==> config.mk <==
export PLATFORM = sky130hd
export DESIGN_NAME = sliding_window_percentile_range_core
export DESIGN_NICKNAME = d
export VERILOG_FILES = /design/src/hdl/swpr_pkg.sv /design/src/hdl/swpr_cell.sv /design/src/hdl/sliding_window_percentile_range_core.sv
export SDC_FILE = /design/constraint.sdc
export NUM_CORES = 2
export LEC_CHECK = 0
export ABC_AREA = 1
export BUFFER_PORTS_ARGS = -buffer_cell sky130_fd_sc_hd__buf_2
export CAP_MARGIN = 0
export CORE_MARGIN = 8
export CORE_UTILIZATION = 45
export CTS_BUF_LIST = sky130_fd_sc_hd__clkbuf_2 sky130_fd_sc_hd__clkbuf_4 sky130_fd_sc_hd__clkbuf_8
export CTS_CLUSTER_SIZE = 25
export DETAILED_ROUTE_END_ITERATION = 16
export PLACE_DENSITY = 0.68
export SLEW_MARGIN = 10
export SYNTH_ARGS = -nofsm -noshare
export SYNTH_HDL_FRONTEND = slang
export SYNTH_HIERARCHICAL = 1
export SYNTH_SLANG_ARGS = --single-unit
export TNS_END_PERCENT = 100
==> constraint.sdc <==
create_clock -name clk -period 18 [get_ports clk]
set_input_delay 1.8 -clock clk [delete_from_list [all_inputs] [get_ports clk]]
set_output_delay 1.8 -clock clk [all_outputs]
set_load 0.01 [all_outputs]
==> src/hdl/swpr_pkg.sv <==
// ----------------------------------------------------------------------------
// swpr_pkg: shared definitions for the sliding-window percentile range core
// Widths, register indexes, reset values and the structs passed along the
// sorted cell row.
// ----------------------------------------------------------------------------
package swpr_pkg;

	localparam int DATA_W             = 32;
	localparam int WL_W               = 5;
	localparam int KF_W               = 17;
	localparam int CFG_IDX_W          = 2;
	localparam int CFG_DATA_W         = 17;
	localparam int MAX_WINDOW_DEFAULT = 16;

	// Configuration register indexes.
	localparam logic [CFG_IDX_W-1:0] REG_WINDOW_LENGTH = 2'd0;
	localparam logic [CFG_IDX_W-1:0] REG_KEEP_FRACTION = 2'd1;

	localparam logic [WL_W-1:0] WL_RESET = 5'd12;
	localparam logic [KF_W-1:0] KF_RESET = 17'd54395;

	// Q1.16 fixed point: one and one half.
	localparam logic [KF_W-1:0] Q_ONE  = 17'h10000;
	localparam logic [KF_W-1:0] Q_HALF = 17'h08000;

	// What a cell shows its neighbors.
	typedef struct packed {
		logic [DATA_W-1:0] value;
		logic              occ;  // cell holds a sample
		logic              gt;   // held sample is greater than the new one
		logic              del;  // the oldest sample sits here or below
	} link_t;

	// Rank selection results, accumulated up the row.
	typedef struct packed {
		logic [DATA_W-1:0] low;
		logic [DATA_W-1:0] high;
	} sel_t;

	// Commands broadcast to every cell.
	typedef struct packed {
		logic              remove;
		logic              insert;
		logic [DATA_W-1:0] sample;
	} ctrl_t;

endpackage

==> src/hdl/swpr_cell.sv <==
// ----------------------------------------------------------------------------
// swpr_cell: one slot of the sorted sample row
// Holds a sample and its age, closes the gap left by the oldest sample and
// makes room for a new sample in sorted position.
// ----------------------------------------------------------------------------
module swpr_cell #(
	parameter int MAX_WINDOW = swpr_pkg::MAX_WINDOW_DEFAULT,
	parameter int IDX        = 0,
	localparam int CW        = $clog2(MAX_WINDOW + 1),
	localparam int AW        = (MAX_WINDOW > 1) ? $clog2(MAX_WINDOW) : 1
) (
	input  logic                  clk,
	input  swpr_pkg::ctrl_t       ctrl,
	input  logic [CW-1:0]         count,
	input  logic [AW-1:0]         oldest_age,
	input  logic [CW-1:0]         rank_lo,
	input  logic [CW-1:0]         rank_hi,
	input  swpr_pkg::link_t       below,
	input  logic [AW-1:0]         below_age,
	input  swpr_pkg::link_t       above,
	input  logic [AW-1:0]         above_age,
	input  swpr_pkg::sel_t        sel_in,
	output swpr_pkg::link_t       link,
	output logic [AW-1:0]         age,
	output swpr_pkg::sel_t        sel_out
);

	logic [swpr_pkg::DATA_W-1:0] value_q;
	logic [AW-1:0]               age_q;
	logic                        occ;
	logic                        del_here;
	logic                        gt;
	logic                        ins_here;

	always_comb begin
		occ      = (CW'(IDX) < count);
		del_here = occ && (age_q == oldest_age);
		gt       = occ && (value_q > ctrl.sample);
		// The new sample lands in the lowest cell that is empty or greater.
		ins_here = !below.gt && below.occ && (!occ || gt);

		link.value = value_q;
		link.occ   = occ;
		link.gt    = gt;
		link.del   = below.del || del_here;
		age        = age_q;

		sel_out.low  = sel_in.low  | ((CW'(IDX) == rank_lo) ? value_q : '0);
		sel_out.high = sel_in.high | ((CW'(IDX) == rank_hi) ? value_q : '0);
	end

	always_ff @(posedge clk) begin
		if (ctrl.remove && link.del) begin
			value_q <= above.value;
			age_q   <= above_age;
		end else if (ctrl.insert) begin
			if (below.gt) begin
				value_q <= below.value;
				age_q   <= below_age + AW'(1);
			end else if (ins_here) begin
				value_q <= ctrl.sample;
				age_q   <= '0;
			end else begin
				age_q <= age_q + AW'(1);
			end
		end
	end

endmodule

==> src/hdl/sliding_window_percentile_range_core.sv <==
// ----------------------------------------------------------------------------
// sliding_window_percentile_range_core: trimmed order-statistic range
// Keeps the most recent samples sorted in a row of cells and reports the
// trimmed low and high cut of the window before each new sample.
// ----------------------------------------------------------------------------
// Result: an item's result is registered in the output register as the item
// is accepted. Items: a new item waits until the previous one is inserted;
// the accept cycle removes the oldest sample from the sorted cell row when
// the window is full and the next cycle inserts the new sample.
// Reset: asynchronous; the window is empty, the configuration registers take
// their defaults and the cells need no clearing pass.
// ----------------------------------------------------------------------------
module sliding_window_percentile_range_core #(
	parameter int MAX_WINDOW = swpr_pkg::MAX_WINDOW_DEFAULT
) (
	input  logic                              clk,
	input  logic                              arst_n,
	// configuration write port
	input  logic                              cfg_we,
	input  logic [swpr_pkg::CFG_IDX_W-1:0]    cfg_index,
	input  logic [swpr_pkg::CFG_DATA_W-1:0]   cfg_data,
	// input items
	input  logic                              in_valid,
	output logic                              in_stall,
	input  logic [swpr_pkg::DATA_W-1:0]       sample_value,
	// result items
	output logic                              out_valid,
	input  logic                              out_stall,
	output logic                              range_valid,
	output logic [swpr_pkg::DATA_W-1:0]       range_low,
	output logic [swpr_pkg::DATA_W-1:0]       range_high
);

	localparam int CW = $clog2(MAX_WINDOW + 1);
	localparam int AW = (MAX_WINDOW > 1) ? $clog2(MAX_WINDOW) : 1;
	localparam int LW = (CW > swpr_pkg::WL_W) ? CW : swpr_pkg::WL_W;
	localparam int PW = swpr_pkg::KF_W + CW;   // product width of the discard count
	localparam int DW = PW - 16;               // discard count before the cap

	typedef enum logic [1:0] {
		ST_IDLE = 2'b01,
		ST_INS  = 2'b10
	} state_t;

	state_t                         state_q;
	logic [swpr_pkg::WL_W-1:0]      wl_q;
	logic [swpr_pkg::KF_W-1:0]      kf_q;
	logic [CW-1:0]                  count_q;
	logic [CW-1:0]                  rank_lo_q;
	logic [CW-1:0]                  rank_hi_q;
	logic [swpr_pkg::DATA_W-1:0]    sample_q;
	logic                           out_valid_q;
	logic                           range_valid_q;
	logic [swpr_pkg::DATA_W-1:0]    range_low_q;
	logic [swpr_pkg::DATA_W-1:0]    range_high_q;

	logic                           cfg_hit;
	logic                           in_acc;
	logic                           full;
	logic [LW-1:0]                  wl_ext;
	logic [CW-1:0]                  len_eff;
	logic [swpr_pkg::KF_W-1:0]      p_eff;
	logic [swpr_pkg::KF_W-1:0]      q_frac;
	logic [CW-1:0]                  n_next;
	logic [PW-1:0]                  prod;
	logic [DW-1:0]                  d_raw;
	logic [CW-1:0]                  d_cap;
	logic [CW-1:0]                  d_next;
	logic [CW-1:0]                  hi_next;
	logic [AW-1:0]                  oldest_age;
	swpr_pkg::ctrl_t                ctrl;

	swpr_pkg::link_t                cell_link [MAX_WINDOW];
	logic [AW-1:0]                  cell_age  [MAX_WINDOW];
	swpr_pkg::sel_t                 sel_chain [MAX_WINDOW+1];

	// A write to either register empties the window; other indexes are ignored.
	assign cfg_hit = cfg_we && ((cfg_index == swpr_pkg::REG_WINDOW_LENGTH) ||
		(cfg_index == swpr_pkg::REG_KEEP_FRACTION));

	// The next item is taken once the row is settled and the output register
	// is free or is being emptied in this cycle.
	assign in_stall = !((state_q == ST_IDLE) && (!out_valid_q || !out_stall));
	assign in_acc   = in_valid && !in_stall;

	always_comb begin
		// Window length is saturated into 1..MAX_WINDOW when used.
		wl_ext = LW'(wl_q);
		if (wl_q == '0) begin
			len_eff = CW'(1);
		end else if (wl_ext > LW'(MAX_WINDOW)) begin
			len_eff = CW'(MAX_WINDOW);
		end else begin
			len_eff = CW'(wl_ext);
		end
		full = (count_q == len_eff);

		// Discard count for the window as it will stand after the insertion:
		// round half up of (1 - p) * n, capped at (n - 1) / 2.
		p_eff   = (kf_q > swpr_pkg::Q_ONE) ? swpr_pkg::Q_ONE : kf_q;
		q_frac  = swpr_pkg::Q_ONE - p_eff;
		n_next  = count_q + CW'(1);
		prod    = PW'(q_frac) * PW'(n_next) + PW'(swpr_pkg::Q_HALF);
		d_raw   = prod[PW-1:16];
		d_cap   = (n_next - CW'(1)) >> 1;
		d_next  = (d_raw > DW'(d_cap)) ? d_cap : CW'(d_raw);
		hi_next = n_next - CW'(1) - d_next;

		// Ages of held samples are 0..count-1, so the oldest has count-1.
		oldest_age = AW'(count_q - CW'(1));

		ctrl.remove = in_acc && full;
		ctrl.insert = (state_q == ST_INS);
		ctrl.sample = sample_q;
	end

	assign sel_chain[0] = '0;

	// The sorted row: cell 0 holds the smallest sample.
	for (genvar i = 0; i < MAX_WINDOW; i++) begin : g_cell
		swpr_pkg::link_t below;
		swpr_pkg::link_t above;
		logic [AW-1:0]   below_age;
		logic [AW-1:0]   above_age;

		if (i == 0) begin : g_bottom
			// Below the row sits an occupied, never greater, never removed slot.
			assign below     = '{value: '0, occ: 1'b1, gt: 1'b0, del: 1'b0};
			assign below_age = '0;
		end else begin : g_inner_lo
			assign below     = cell_link[i-1];
			assign below_age = cell_age[i-1];
		end

		if (i == MAX_WINDOW - 1) begin : g_top
			assign above     = '0;
			assign above_age = '0;
		end else begin : g_inner_hi
			assign above     = cell_link[i+1];
			assign above_age = cell_age[i+1];
		end

		swpr_cell #(
			.MAX_WINDOW (MAX_WINDOW),
			.IDX        (i)
		) u_cell (
			.clk        (clk),
			.ctrl       (ctrl),
			.count      (count_q),
			.oldest_age (oldest_age),
			.rank_lo    (rank_lo_q),
			.rank_hi    (rank_hi_q),
			.below      (below),
			.below_age  (below_age),
			.above      (above),
			.above_age  (above_age),
			.sel_in     (sel_chain[i]),
			.link       (cell_link[i]),
			.age        (cell_age[i]),
			.sel_out    (sel_chain[i+1])
		);
	end

	// Sequencer: the accept cycle drops the oldest sample when the window is
	// full, and the following cycle inserts the new sample.
	always_ff @(posedge clk or negedge arst_n) begin
		if (!arst_n) begin
			state_q <= ST_IDLE;
		end else begin
			unique case (state_q)
				ST_IDLE: begin
					if (in_acc) begin
						state_q <= ST_INS;
					end
				end
				ST_INS: begin
					state_q <= ST_IDLE;
				end
				default: begin
					state_q <= ST_IDLE;
				end
			endcase
		end
	end

	// Held count and configuration registers.
	always_ff @(posedge clk or negedge arst_n) begin
		if (!arst_n) begin
			count_q <= '0;
			wl_q    <= swpr_pkg::WL_RESET;
			kf_q    <= swpr_pkg::KF_RESET;
		end else begin
			if (cfg_hit) begin
				count_q <= '0;
				if (cfg_index == swpr_pkg::REG_WINDOW_LENGTH) begin
					wl_q <= cfg_data[swpr_pkg::WL_W-1:0];
				end else begin
					kf_q <= cfg_data[swpr_pkg::KF_W-1:0];
				end
			end else if (ctrl.remove) begin
				count_q <= count_q - CW'(1);
			end else if (ctrl.insert) begin
				count_q <= n_next;
			end
		end
	end

	// The sample is held in a register for its insertion in the following cycle,
	// and the ranks for the next item are worked out while it goes in.
	always_ff @(posedge clk) begin
		if (in_acc) begin
			sample_q <= sample_value;
		end
		if (ctrl.insert) begin
			rank_lo_q <= d_next;
			rank_hi_q <= hi_next;
		end
	end

	// Output register.
	always_ff @(posedge clk or negedge arst_n) begin
		if (!arst_n) begin
			out_valid_q <= 1'b0;
		end else if (in_acc) begin
			out_valid_q <= 1'b1;
		end else if (!out_stall) begin
			out_valid_q <= 1'b0;
		end
	end

	// The range is read from the row as it stands before this item changes it.
	always_ff @(posedge clk) begin
		if (in_acc) begin
			range_valid_q <= (count_q != '0);
			range_low_q   <= (count_q != '0) ? sel_chain[MAX_WINDOW].low  : '0;
			range_high_q  <= (count_q != '0) ? sel_chain[MAX_WINDOW].high : '0;
		end
	end

	assign out_valid   = out_valid_q;
	assign range_valid = range_valid_q;
	assign range_low   = range_low_q;
	assign range_high  = range_high_q;

endmodule

==> impl_results.md <==
- Outcome: completed
- # Max-Cap Violations: 0
- Peak VDD IR: 0.000425 V
- Fmax: 0.126 GHz
- Met2 usage: 0.380
- TritonCTS clock tree: yes
- Vias/cell: 5.33
- Vias: 57,300
- Drt wl/cell: 17.2 um
- CTS Buf Count: 139
- Cell Rows: 139
- Area growth syn-to-layout: 8.13%
- Setup Buffers After CTS: 0
- Antenna Nets Post-Route: 0
- Worst Tran Pin Value: 1.11 ns
- I/O pin total: 123
- First-pass GRT wire length: 296,000 um
- Mapped Cells: 8,570
- Post-Syn Area: 65,100 um^2
- RSZ-0062 raised after global routing: false
- Max H-tree Level: 4
- Delay-heaviest family, CP: compound AO/OA/AOI/OAI gates
- # setup viols final: 0
- Fin crit period: 7.97 ns
- Critical path's slowest cell: inv_2
- Initial DRT Pass Iterations: 6
- CTS root buf: clkbuf_8
- PortBufs: 122
- CP arrival: 8.53 ns
- Core box area: 143,000 um^2
- Final Hold Fails: 0
- Total power: 10,200 uW
- Slew HR: 0.262
- Post-route setup TNS: 0 ns
- Die Area: 157,000 um^2
- Initial Util: 0.453
- Clk Latency, worst-skew pair: 0.89 ns
- Max incr delay on CP: 0.59 ns
- Synth warn: 6
- Post-CTS sizing: 0
- Power Density: 145 nW/um^2
- CTS Hold Buffers Added: 0
- Final Slew Violations: 0
- Final WL: 185,000 um
- Die W: 396 um
- Clock buffer depth: 3
- Critical path type: reg -> reg
- WP data required: 18.57 ns
- Worst min path class: reg -> reg
- Vias in the first global route: 55,500
- Gr usage total: 0.227
- Critical Path End Type: register
- Worst setup SP type: register
- Die height: 396 um
- Crit path buf inv count: 13
- CP Max Fanout: 72
- Clock sinks: 713
- GRT overflow: 0
- Top cell by count, worst path: inv_1
- GPL Wtd Cong: 0.886
- Final Cycle Share: 0.443
- Layer with the highest usage: met2
- Nets@finish: 9,431
- Post-synthesis area per instance: 7.59 um^2
- Proportion of layout cells with a drive suffix above 1: 0.0702
- Met3 Usage GRT: 0.0295
- Clock skew: 0.0430 ns
- Largest net degree at the start of global routing: 74
- Reg clk slew, reported paths: 0.06 ns
- Grt met1 use: 0.307
- Initial antenna violation count: 2
- Iter 0 DRT Violations: 4,686
- Final HPWL DP: 144,000 um
- DRC: 0
- Leakage: 0.0333 uW
[metal layers]
| metal | up-vias | routed length [um] |
|---|---|---|
| met4 | 0 | 4250 |
| met1 | 26600 | 83300 |
| li1 | 28500 | - |
| met2 | 1907 | 85300 |
| met5 | - | 0 |
| met3 | 264 | 11900 |
[report_power, final]
part / internal, uW / switching (uW) / total (uW)
clock: 887 / 768 / 1660
sequential: 2380 / 200 / 2580
combinational: 2260 / 3710 / 5970
[cell usage in the layout (no fill, tap or decap), types with 20 or more instances in the layout]
master	n
o21bai_1	1024
nand3b_1	20
conb_1	145
edfxtp_1	683
a21oi_1	300
a21o_1	22
clkbuf_8	148
clkbuf_4	41
buf_2	122
nand3_1	158
fa_1	46
xor2_1	65
o21ai_1	20
a31oi_1	512
buf_4	128
clkinv_1	31
inv_1	1431
o21ai_0	122
ha_1	596
nor2_1	989
inv_2	30
nand4_1	51
xnor2_1	54
nand2_1	1849
[worst register-to-register path, delay by kind of cell, from the launching register on]
family / cells / cell delay [ns]
xor gates and xnor gates: 1 / 0.21
buffers and inverters: 13 / 2.80
and+or+nand+nor: 4 / 0.60
adders and majority gates: 1 / 0.41
AOI/OAI and AO/OA: 15 / 3.25
DFF: 1 / 0.36
[area by class of cell]
class / count / area (um^2)
Inverter: 1472 / 5530
Fill cell: 13800 / 73100
Multi-Input combinational cell: 6157 / 36900
Antenna cell: 1 / 2.50
Clock buffer: 189 / 2340
Clock inverter: 50 / 347
Tap cell: 1903 / 2380
Sequential cell: 713 / 21300
Timing Repair Buffer: 250 / 1570
[through the flow]
step	util	cell area, um^2	hold slack (ns)	worst slack, ns	instances
finish	0.490	70300	0.501	10.03	10700
global route	0.490	70300	0.518	9.71	10700
CTS	0.490	70300	0.500	10.07	10700
detailed placement	0.471	67600	0.489	10.08	10500
global placement	0.471	67600	0.480	10.24	10500
floorplan	-	65600	0.448	10.40	8713
[final timing paths]
| path | start | cells after the start | endpoint | slack, ns |
|---|---|---|---|---|
| max | count_q[0] | 34 | g_cell[15].u_cell/value_q[6] | 10.03 |
| min | wl_ext[0] | 2 | wl_ext[0] | 0.50 |
| max reg2reg | count_q[0] | 34 | g_cell[15].u_cell/value_q[6] | 10.03 |
| min reg2reg | wl_ext[0] | 2 | wl_ext[0] | 0.50 |
| max in group asynchronous | arst_n | 1 | count_q[2] | 16.58 |
| min in group asynchronous | arst_n | 1 | kf_q[7] | 0.97 |
[registers in the layout, indices dropped and copies added (netlist names)]
signal,cells
wl_ext,5
rank_lo_q,5
g_cell.u_cell/age,64
range_valid,1
kf_q,17
g_cell.u_cell/value_q,512
out_valid,1
range_high,32
rank_hi_q,5
count_q,5
state_q,2
range_low,32
sample_q,32
Note: power is estimated with default switching activity, not from simulation.
